**src/rtl/core/spa_pkg.sv**
```systemverilog
`default_nettype none
// ============================================================================
// spa_pkg
// Shared types and constants for the sparse polynomial adder.
// ============================================================================
package spa_pkg;

    localparam int MAX_TERMS = 32;
    localparam int IDX_W     = (MAX_TERMS > 1) ? $clog2(MAX_TERMS) : 1;
    localparam int CNT_W     = $clog2(MAX_TERMS + 1);
    localparam int EXP_W     = 16;
    localparam int COEF_W    = 16;
    localparam int SUM_W     = COEF_W + 1;
    localparam int TERM_W    = EXP_W + COEF_W;
    localparam int IN_DATA_W  = 32;
    localparam int OUT_DATA_W = 40;

    typedef enum logic [1:0] {
        FUNC_LOAD_A = 2'd0,
        FUNC_LOAD_B = 2'd1,
        FUNC_START  = 2'd2
    } func_t;

endpackage
`default_nettype wire

```
**src/rtl/core/sparse_polynomial_add_core.sv**
```systemverilog
`default_nettype none
// ============================================================================
// sparse_polynomial_add_core
// Sorted-merge addition of two sparse polynomials held as term lists.
// ============================================================================
//
//  Channel   Direction  tdata                          tuser      tlast
//  s_axis    in         exponent, coefficient          func       -
//  m_axis    out        sum_exponent, sum_coefficient  has_term   last
//
//  A load word is taken while the core is idle. A start word moves the core
//  into the merge, which runs one merge step at a time (at most count_a +
//  count_b steps), then finds both lists spent and emits the final word,
//  all through one shared compare and add unit. The input is not ready
//  while a sum runs. Reset empties both lists at once; the term arrays need
//  no clearing. A stalled output holds the merge in place.
//
module sparse_polynomial_add_core
    import spa_pkg::*;
(
    input  wire logic                  clk,
    input  wire logic                  rst_n,
    input  wire logic                  s_tvalid,
    output logic                       s_tready,
    input  wire logic [IN_DATA_W-1:0]  s_tdata,   // exponent[15:0], coefficient[31:16]
    input  wire logic [1:0]            s_tuser,   // func[1:0]
    output logic                       m_tvalid,
    input  wire logic                  m_tready,
    output logic [OUT_DATA_W-1:0]      m_tdata,   // sum_exponent[15:0], sum_coefficient[32:16]
    output logic                       m_tuser,   // has_term[0]
    output logic                       m_tlast
);

    typedef enum logic [1:0] {
        ST_IDLE,
        ST_MERGE,
        ST_FLUSH
    } state_t;

    state_t                     state_reg, state_next;
    logic [CNT_W-1:0]           count_a_reg, count_a_next;
    logic [CNT_W-1:0]           count_b_reg, count_b_next;
    logic [CNT_W-1:0]           ia_reg, ia_next;
    logic [CNT_W-1:0]           ib_reg, ib_next;
    logic                       pend_valid_reg, pend_valid_next;
    logic [EXP_W-1:0]           pend_exp_reg, pend_exp_next;
    logic signed [SUM_W-1:0]    pend_coef_reg, pend_coef_next;
    logic                       out_valid_reg, out_valid_next;
    logic [EXP_W-1:0]           out_exp_reg, out_exp_next;
    logic signed [SUM_W-1:0]    out_coef_reg, out_coef_next;
    logic                       out_has_reg, out_has_next;
    logic                       out_last_reg, out_last_next;

    logic [TERM_W-1:0]          a_terms_reg [MAX_TERMS];
    logic [TERM_W-1:0]          b_terms_reg [MAX_TERMS];

    logic                       in_accept;
    logic                       load_a;
    logic                       load_b;
    logic                       start;
    logic [TERM_W-1:0]          in_term;
    logic                       out_free;
    logic                       a_valid;
    logic                       b_valid;
    logic [TERM_W-1:0]          head_a;
    logic [TERM_W-1:0]          head_b;
    logic [EXP_W-1:0]           exp_a;
    logic [EXP_W-1:0]           exp_b;
    logic signed [SUM_W-1:0]    coef_a;
    logic signed [SUM_W-1:0]    coef_b;
    logic signed [SUM_W-1:0]    coef_sum;
    logic                       take_a;
    logic                       take_b;
    logic                       take_both;
    logic                       cand_valid;
    logic [EXP_W-1:0]           cand_exp;
    logic signed [SUM_W-1:0]    cand_coef;

    assign s_tready  = (state_reg == ST_IDLE);
    assign in_accept = s_tvalid && s_tready;
    assign in_term   = {s_tdata[EXP_W-1:0], s_tdata[EXP_W+COEF_W-1:EXP_W]};
    assign out_free  = !out_valid_reg || m_tready;

    always_comb
    begin
        load_a = 1'b0;
        load_b = 1'b0;
        start  = 1'b0;
        unique case (s_tuser)
            FUNC_LOAD_A: load_a = in_accept && (count_a_reg < CNT_W'(MAX_TERMS));
            FUNC_LOAD_B: load_b = in_accept && (count_b_reg < CNT_W'(MAX_TERMS));
            FUNC_START:  start  = in_accept;
            default:     start  = 1'b0;
        endcase
    end

    always_ff @(posedge clk)
    begin
        if (load_a)
        begin
            a_terms_reg[count_a_reg[IDX_W-1:0]] <= in_term;
        end
        if (load_b)
        begin
            b_terms_reg[count_b_reg[IDX_W-1:0]] <= in_term;
        end
    end

    // Shared compare and add unit over the two list heads.
    assign a_valid   = ia_reg < count_a_reg;
    assign b_valid   = ib_reg < count_b_reg;
    assign head_a    = a_terms_reg[ia_reg[IDX_W-1:0]];
    assign head_b    = b_terms_reg[ib_reg[IDX_W-1:0]];
    assign exp_a     = head_a[TERM_W-1:COEF_W];
    assign exp_b     = head_b[TERM_W-1:COEF_W];
    assign coef_a    = SUM_W'($signed(head_a[COEF_W-1:0]));
    assign coef_b    = SUM_W'($signed(head_b[COEF_W-1:0]));
    assign coef_sum  = coef_a + coef_b;
    assign take_a    = a_valid && (!b_valid || (exp_a > exp_b));
    assign take_b    = b_valid && (!a_valid || (exp_a < exp_b));
    assign take_both = a_valid && b_valid && (exp_a == exp_b);
    assign cand_valid = take_a || take_b || (take_both && (coef_sum != '0));
    assign cand_exp   = take_b ? exp_b : exp_a;
    assign cand_coef  = take_a ? coef_a : (take_b ? coef_b : coef_sum);

    always_comb
    begin
        state_next      = state_reg;
        count_a_next    = count_a_reg;
        count_b_next    = count_b_reg;
        ia_next         = ia_reg;
        ib_next         = ib_reg;
        pend_valid_next = pend_valid_reg;
        pend_exp_next   = pend_exp_reg;
        pend_coef_next  = pend_coef_reg;
        out_valid_next  = out_valid_reg && !m_tready;
        out_exp_next    = out_exp_reg;
        out_coef_next   = out_coef_reg;
        out_has_next    = out_has_reg;
        out_last_next   = out_last_reg;

        unique case (state_reg)
            ST_IDLE:
            begin
                if (load_a)
                begin
                    count_a_next = count_a_reg + 1'b1;
                end
                if (load_b)
                begin
                    count_b_next = count_b_reg + 1'b1;
                end
                if (start)
                begin
                    ia_next         = '0;
                    ib_next         = '0;
                    pend_valid_next = 1'b0;
                    state_next      = ST_MERGE;
                end
            end
            ST_MERGE:
            begin
                if (out_free)
                begin
                    if (!a_valid && !b_valid)
                    begin
                        state_next = ST_FLUSH;
                    end
                    else
                    begin
                        if (take_a || take_both)
                        begin
                            ia_next = ia_reg + 1'b1;
                        end
                        if (take_b || take_both)
                        begin
                            ib_next = ib_reg + 1'b1;
                        end
                        // A held term goes out only once a later term proves it is not last.
                        if (cand_valid)
                        begin
                            if (pend_valid_reg)
                            begin
                                out_valid_next = 1'b1;
                                out_exp_next   = pend_exp_reg;
                                out_coef_next  = pend_coef_reg;
                                out_has_next   = 1'b1;
                                out_last_next  = 1'b0;
                            end
                            pend_valid_next = 1'b1;
                            pend_exp_next   = cand_exp;
                            pend_coef_next  = cand_coef;
                        end
                    end
                end
            end
            ST_FLUSH:
            begin
                if (out_free)
                begin
                    out_valid_next  = 1'b1;
                    out_exp_next    = pend_valid_reg ? pend_exp_reg : '0;
                    out_coef_next   = pend_valid_reg ? pend_coef_reg : '0;
                    out_has_next    = pend_valid_reg;
                    out_last_next   = 1'b1;
                    pend_valid_next = 1'b0;
                    count_a_next    = '0;
                    count_b_next    = '0;
                    state_next      = ST_IDLE;
                end
            end
            default:
            begin
                state_next = ST_IDLE;
            end
        endcase
    end

    always_ff @(posedge clk or negedge rst_n)
    begin
        if (!rst_n)
        begin
            state_reg      <= ST_IDLE;
            count_a_reg    <= '0;
            count_b_reg    <= '0;
            ia_reg         <= '0;
            ib_reg         <= '0;
            pend_valid_reg <= 1'b0;
            out_valid_reg  <= 1'b0;
        end
        else
        begin
            state_reg      <= state_next;
            count_a_reg    <= count_a_next;
            count_b_reg    <= count_b_next;
            ia_reg         <= ia_next;
            ib_reg         <= ib_next;
            pend_valid_reg <= pend_valid_next;
            out_valid_reg  <= out_valid_next;
        end
    end

    always_ff @(posedge clk)
    begin
        pend_exp_reg  <= pend_exp_next;
        pend_coef_reg <= pend_coef_next;
        out_exp_reg   <= out_exp_next;
        out_coef_reg  <= out_coef_next;
        out_has_reg   <= out_has_next;
        out_last_reg  <= out_last_next;
    end

    assign m_tvalid = out_valid_reg;
    assign m_tdata  = {(OUT_DATA_W - SUM_W - EXP_W)'(0), out_coef_reg, out_exp_reg};
    assign m_tuser  = out_has_reg;
    assign m_tlast  = out_last_reg;

`ifndef ASSERT_OFF
    assert property (@(posedge clk) disable iff (!rst_n)
        (count_a_reg <= CNT_W'(MAX_TERMS)) && (count_b_reg <= CNT_W'(MAX_TERMS)))
        else $error("A term list count exceeds its capacity.");

    assert property (@(posedge clk) disable iff (!rst_n)
        (state_reg == ST_MERGE) |-> (ia_reg <= count_a_reg) && (ib_reg <= count_b_reg))
        else $error("A merge index ran past its list.");

    assert property (@(posedge clk) disable iff (!rst_n)
        (state_reg == ST_FLUSH && out_free) |=>
            (count_a_reg == '0) && (count_b_reg == '0) && m_tvalid && m_tlast)
        else $error("The end of a sum did not empty both lists.");

    assert property (@(posedge clk) disable iff (!rst_n)
        (m_tvalid && !m_tuser) |-> (m_tlast && (m_tdata == '0)))
        else $error("An empty-sum word is not a lone final zero word.");
`endif

endmodule
`default_nettype wire
```
**config.mk**
```make
export PLATFORM = sky130hd
export DESIGN_NAME = sparse_polynomial_add_core
export DESIGN_NICKNAME = d
export VERILOG_FILES = /design/src/rtl/core/spa_pkg.sv /design/src/rtl/core/sparse_polynomial_add_core.sv
export SDC_FILE = /design/constraint.sdc
export NUM_CORES = 2
export LEC_CHECK = 0
export BUFFER_PORTS_ARGS = -buffer_cell sky130_fd_sc_hd__buf_2
export CORE_ASPECT_RATIO = 0.7
export CORE_MARGIN = 1.5
export CORE_UTILIZATION = 57
export CTS_BUF_LIST = sky130_fd_sc_hd__clkbuf_16
export CTS_CLUSTER_DIAMETER = 100
export DETAILED_ROUTE_END_ITERATION = 8
export GPL_TIMING_DRIVEN = 0
export PLACE_DENSITY = 0.76
export SLEW_MARGIN = 25
export SYNTH_ARGS = -nofsm -noshare
export SYNTH_HDL_FRONTEND = slang
export SYNTH_SLANG_ARGS = --single-unit
export TNS_END_PERCENT = 30
```
**constraint.sdc**
```tcl
create_clock -name clk -period 7.1 [get_ports clk]
set_input_delay 0.355 -clock clk [delete_from_list [all_inputs] [get_ports clk]]
set_output_delay 0.355 -clock clk [all_outputs]
set_load 0.01 [all_outputs]
```
=== Word-level counts from Yosys, hierarchy flattened ===
Memory sizes are Yosys's and may differ from the RTL's.
Cells that the tools add are included.

* Register bits: 96
* Memory bits (writable): 2048
* Input bits: 38
* Output and inout port bits: 44
* Logic and storage cells: 146
* Memories: 2

* Add/sub/neg operators: 5
* $lt $le $gt $ge: 6
* Equal/unequal tests: 16
* Muxes and demuxes: 67
* Bitwise operators: 1
* Reductions and logical operators: 36

{| class="wikitable"
|+ Memories
! memory !! words !! bits a word !! rd ports !! clocked after memory_dff !! write ports !! line !! source
|-
| a_terms_reg || 32 || 32 || 1 || 0 || 1 || sparse_polynomial_add_core.sv:54 || <nowiki>logic [TERM_W-1:0] a_terms_reg [MAX_TERMS];</nowiki>
|-
| b_terms_reg || 32 || 32 || 1 || 0 || 1 || sparse_polynomial_add_core.sv:55 || <nowiki>logic [TERM_W-1:0] b_terms_reg [MAX_TERMS];</nowiki>
|}

{| class="wikitable"
|+ Operators by type and width
! operator !! count
|-
| 17-bit 2-to-1 mux || 8
|-
| 16-bit 2-to-1 mux || 7
|-
| 6-bit 2-to-1 mux || 10
|-
| 6-bit case mux with 2 select lines || 4
|-
| 17-bit case mux with 2 select lines || 1
|-
| 16-bit case mux with 2 select lines || 1
|-
| 1-bit 2-to-1 mux || 27
|-
| 6-bit by 1-bit adder with 6-bit output (second input constant) || 4
|-
| 16-bit by 16-bit adder with 17-bit output || 1
|-
| 17-bit nonzero test || 1
|-
| 16-bit equality test || 1
|-
| 16-bit greater-than comparator || 1
|-
| 16-bit less-than comparator || 1
|-
| 2-bit != test (second input constant) || 8
|-
| 6-bit less-than comparator || 2
|-
| 6-bit less-than comparator (second input constant) || 2
|-
| 6-bit AND reduction || 2
|-
| 1-bit logical AND || 10
|-
| 5-bit AND reduction || 2
|-
| 2-bit 2-to-1 mux || 4
|-
| 4-bit AND reduction || 2
|-
| 1-bit logical OR || 7
|-
| 2-bit by 1-bit != test with 1-bit output (second input constant) || 3
|-
| 1-bit case mux with 2 select lines || 3
|-
| other kinds (10) || 19
|}

=== Longest topological paths before layout ===
* Depth after elaboration: 10
* Mapped depth: 18

=== Worst setup path after synthesis ===
OpenSTA, ideal clock, no wires.

* Path kind: register -> register
* Start: reg ia_reg[1]
* End: reg pend_coef_reg[0] (enable)
* Library setup time: 464 ps
* Data arrival time: 6703 ps
* Data required time: 6636 ps
* Setup slack: -67 ps
* Cell stages (with the launch flop): 17
* Clock period less this slack: 7167 ps
* Cells stage by stage: dfrtp_1 -> clkbuf_1 -> buf_1 -> clkbuf_1 -> mux4_2 -> mux4_2 -> mux2_2 -> ha_1 -> fa_1 -> a211oi_1 -> nor4_1 -> a211oi_1 -> a21o_1 -> a2bb2oi_1 -> nor4b_1 -> and4b_1 -> nor3_1

* Longest elaborated chain between the ends: 7
* Elaborated cells on any way between the ends: 20
* Those cells by class: add/sub (1); order compare (3); eq/ne (1); bitwise (1); reduce/logical (13); memory (1)

{| class="wikitable"
|+ RTL lines
! element !! line !! source
|-
| start: declaration || sparse_polynomial_add_core.sv:43 || <nowiki>logic [CNT_W-1:0] ia_reg, ia_next;</nowiki>
|-
| start signal: assignment || sparse_polynomial_add_core.sv:236 || <nowiki>ia_reg <= ia_next;</nowiki>
|-
| parallel branches: the longest is 6 deep, another holds memory read 32 x 32 bit || -- ||
|-
| 4-bit AND reduction (no line) (*) || -- ||
|-
| end signal: assignment || sparse_polynomial_add_core.sv:246 || <nowiki>pend_coef_reg <= pend_coef_next;</nowiki>
|-
| end: declaration || sparse_polynomial_add_core.sv:47 || <nowiki>logic signed [SUM_W-1:0] pend_coef_reg, pend_coef_next;</nowiki>
|}

Every way passes the cells marked *.
A chain may end at the register's enable or synchronous reset.

=== Worst setup path after layout ===
* Start: reg ia_reg[3]
* End: reg out_exp_reg[7] (enable)

* Longest elaborated chain between the ends: 8
* Elaborated cells on any way between the ends: 21
* Those cells by class: add/sub (1); order compare (3); eq/ne (3); reduce/logical (13); memory (1)

{| class="wikitable"
|+ RTL lines
! element !! line !! source
|-
| parallel branches: the longest is 7 deep, another holds memory read 32 x 32 bit || -- ||
|-
| 6-bit AND reduction (no line) (*) || -- ||
|-
| end signal: assignment || sparse_polynomial_add_core.sv:247 || <nowiki>out_exp_reg <= out_exp_next;</nowiki>
|-
| end: declaration || sparse_polynomial_add_core.sv:49 || <nowiki>logic [EXP_W-1:0] out_exp_reg, out_exp_next;</nowiki>
|}

Marks and branches as above.

==> flow_metrics.env <==
export IMPL_outcome="complete, no violations"
export IMPL_ys_async_sr_fraction_pct=1.31
export IMPL_yosys_top_cells_area="edfxtp_1 (76%), mux4_2 (17%), dfrtp_1 (0.84%)"
export IMPL_ys_flop_type="edfxtp_1"
export IMPL_first_global_vias=42066
export IMPL_synth_cell_type_count=70
export IMPL_dpl_hpwl_um=140000
export IMPL_cts_path_max_buffers=3
export IMPL_die_height_um=324
export IMPL_finalClockSkew_ns=0.0346
export IMPL_wirelength_um=223000
export IMPL_finalMaxSlewViolations=0
export IMPL_cts_buffers=185
export IMPL_cts_sinks=2144
export IMPL_pre_cts_slack_ns=0.199
export IMPL_gp_congestion=0.891
export IMPL_viasPerCell=6.90
export IMPL_fin_util_pct=65.9
export IMPL_ant_nets=0
export IMPL_start_util_pct=57.5
export IMPL_relSlewSlack_pct=21.5
export IMPL_syn_area_um2=83800
export IMPL_die_area_um2=149000
export IMPL_synth_cells=3647
export IMPL_drtIter0Drc=7598
export IMPL_power_total_mw=34.5
export IMPL_num_rows=117
export IMPL_setup_ws_ns=0.0547
export IMPL_rrSetupSlack_ns=0.05
export IMPL_synth_area_per_cell_um2=23.0
export IMPL_vdd_drop_max_v=0.000338
export IMPL_ys_seq_area_share_pct=76.7
export IMPL_cts_tree="yes"
export IMPL_cts_clk_slew_worst_paths_ns=0.07
export IMPL_cts_root_buf="clkbuf_16"
export IMPL_worstSetupPathType="flop to flop"
export IMPL_start_kind="flop"
export IMPL_yosys_warnings=0
export IMPL_fmax_mhz=142
export IMPL_crit_required_ns=7.59
export IMPL_holdCritPathClass="input port to flop"
export IMPL_clk_latency_ns=0.84
export IMPL_synth_seq_cells=2144
export IMPL_synth_common_cells="edfxtp_1 (2116), mux4_2 (640), nor2_1 (121), nand2_1 (109), clkbuf_1 (91)"
export IMPL_rsz0062_at_grt="false"
export IMPL_yosysMostFrequentCell="edfxtp_1"
export IMPL_setup_violations=0
export IMPL_synth_enable_flop_cells=2116
export IMPL_min_path_cells=1
export IMPL_reg2reg_depth=15
export IMPL_crit_arrival_ns=7.54
export IMPL_max_cap_violations=0
export IMPL_synth_top_cell_area_share_pct=75.8
export IMPL_first_pass_iters=6
export IMPL_vias=42454
export IMPL_post_cts_buffers=0
export IMPL_track_usage_pct=30.5
export IMPL_crit_path_end_kind="flop"
export IMPL_fill_cells=8723
export IMPL_crit_path_max_fanout=35
export IMPL_layout_min_cycle_time_ns=7.05
export IMPL_drc_errors=0
export IMPL_cts_max_level=4
export IMPL_antenna_found_initial=8
export IMPL_area_growth_syn_to_layout_pct=14.5
export IMPL_hold_violations=0
export IMPL_fin_crit_sh_pct=99.2
export IMPL_gr_total_overflow=0
export IMPL_die_w_um=461
export IMPL_grt_max_degree=65
export IMPL_power_leakage_nw=29.9
export IMPL_worstMarginPinSlew_ns=1.18
export IMPL_layout_drive_gt1_share_pct=30.5
export IMPL_routedWlPerCell_um=36.3
export IMPL_ios=82
export IMPL_grt_pass1_wl_um=315000
export IMPL_synth_top_cell_by_area="edfxtp_1"
export IMPL_fp_coreArea_um2=146000
export IMPL_power_density_nw_per_um2=360
export IMPL_fin_nets=4132
export IMPL_port_buffer_count=74
==> critical path, cell delays in order (launching register included) <==
cell and delay, ns:
dfrtp_1 0.40, clkbuf_1 0.37, clkbuf_1 0.62, clkbuf_1 0.94, mux4_2 0.45, mux2_2 0.35
ha_1 0.24, fa_1 0.48, a211oi_1 0.37, nor4_1 0.14, a211oi_1 0.63, a211oi_1 0.17
a211oi_1 0.60, a21boi_0 0.37, nand4_1 0.17, o221a_4 0.37
==> path summary, 6_finish.rpt <==
path | startpoint | to
max in group asynchronous | rst_n | ib_reg[4]
worst min register to register | pend_exp_reg[15] | out_exp_reg[15]
worst max-delay path | ia_reg[3] | out_exp_reg[7]
worst min-delay path | s_tdata[2] | a_terms_reg[10][18]
min in group asynchronous | rst_n | count_b_reg[4]
worst max register to register | ia_reg[3] | out_exp_reg[7]
==> cell families after synthesis <==
kind of cell / count (synthesis) / share of synthesized area [%]
simple gates: 353 / 1.94
xor+xnor: 13 / 0.136
buf+inv: 215 / 1.17
flops: 2144 / 76.7
fa+ha+maj: 56 / 0.845
other cells: 1 / 0.00447
mux: 705 / 18.0
compound gates: 160 / 1.22
==> placed cells by master, fill, tap and decap left out, types with 26 or more instances in the layout <==
cell type and count:
edfxtp_1 2116, buf_16 72, buf_2 104, and2_1 36, nor2_1 57, inv_1 77
a21oi_1 41, buf_12 44, ha_1 55, o21ai_0 37, mux2_2 40, clkbuf_16 191
dfrtp_1 28, nand3_1 26, clkinv_1 49, nor2_4 64, buf_4 40, nand2_1 109
mux4_2 640, clkbuf_1 79
==> layer usage <==
metal	vias up	part of all wire (%)	track usage (%)
li1	16270	-	-
met2	3485	45	44.5
met3	476	14	7.20
met1	22221	38	45.9
met5	-	0.0058	0
met4	2	3.8	10.6
==> timing repair <==
action	4_1_cts	5_1_grt
gates resized for setup	0	18
hold buffers	1	0
endpoints found under the hold margin	28	0
endpoints found under the setup margin	0	67
==> power by group <==
part,leakage (nW),switching (mW),internal (mW)
Combinational,7.44,5.92,4.20
Clock,3.01,4.53,5.25
Sequential,19.4,0.196,14.4
Total,29.9,10.7,23.9
==> per-stage QoR <==
step / instances / hold WS, ns / TNS [ns] / cell area [um2]
after floorplan: 3653 / 0.0594 / 0 / 83800
after global placement: 5690 / 0.419 / -42.41 / 86700
after detailed placement: 5811 / 0.431 / 0 / 90100
after CTS: 6146 / 0.0695 / 0 / 95800
after global routing: 6150 / 0.0898 / 0 / 95900
final: 6150 / 0.0725 / 0 / 95900
==> cell type report <==
type	count	area [um2]	share of cell area, %
clock inverters	143	935	0.974
flip-flops and latches	2144	64200	67.0
multi-input cells	1294	19100	19.9
diodes	2	5.00	0.00522
repair buffers	198	3410	3.55
clock buffers	191	4780	4.98
inverters	27	101	0.106
plain buffers	188	902	0.940
well taps	1963	2460	2.56
Note: power is estimated with default switching activity, not from simulation.
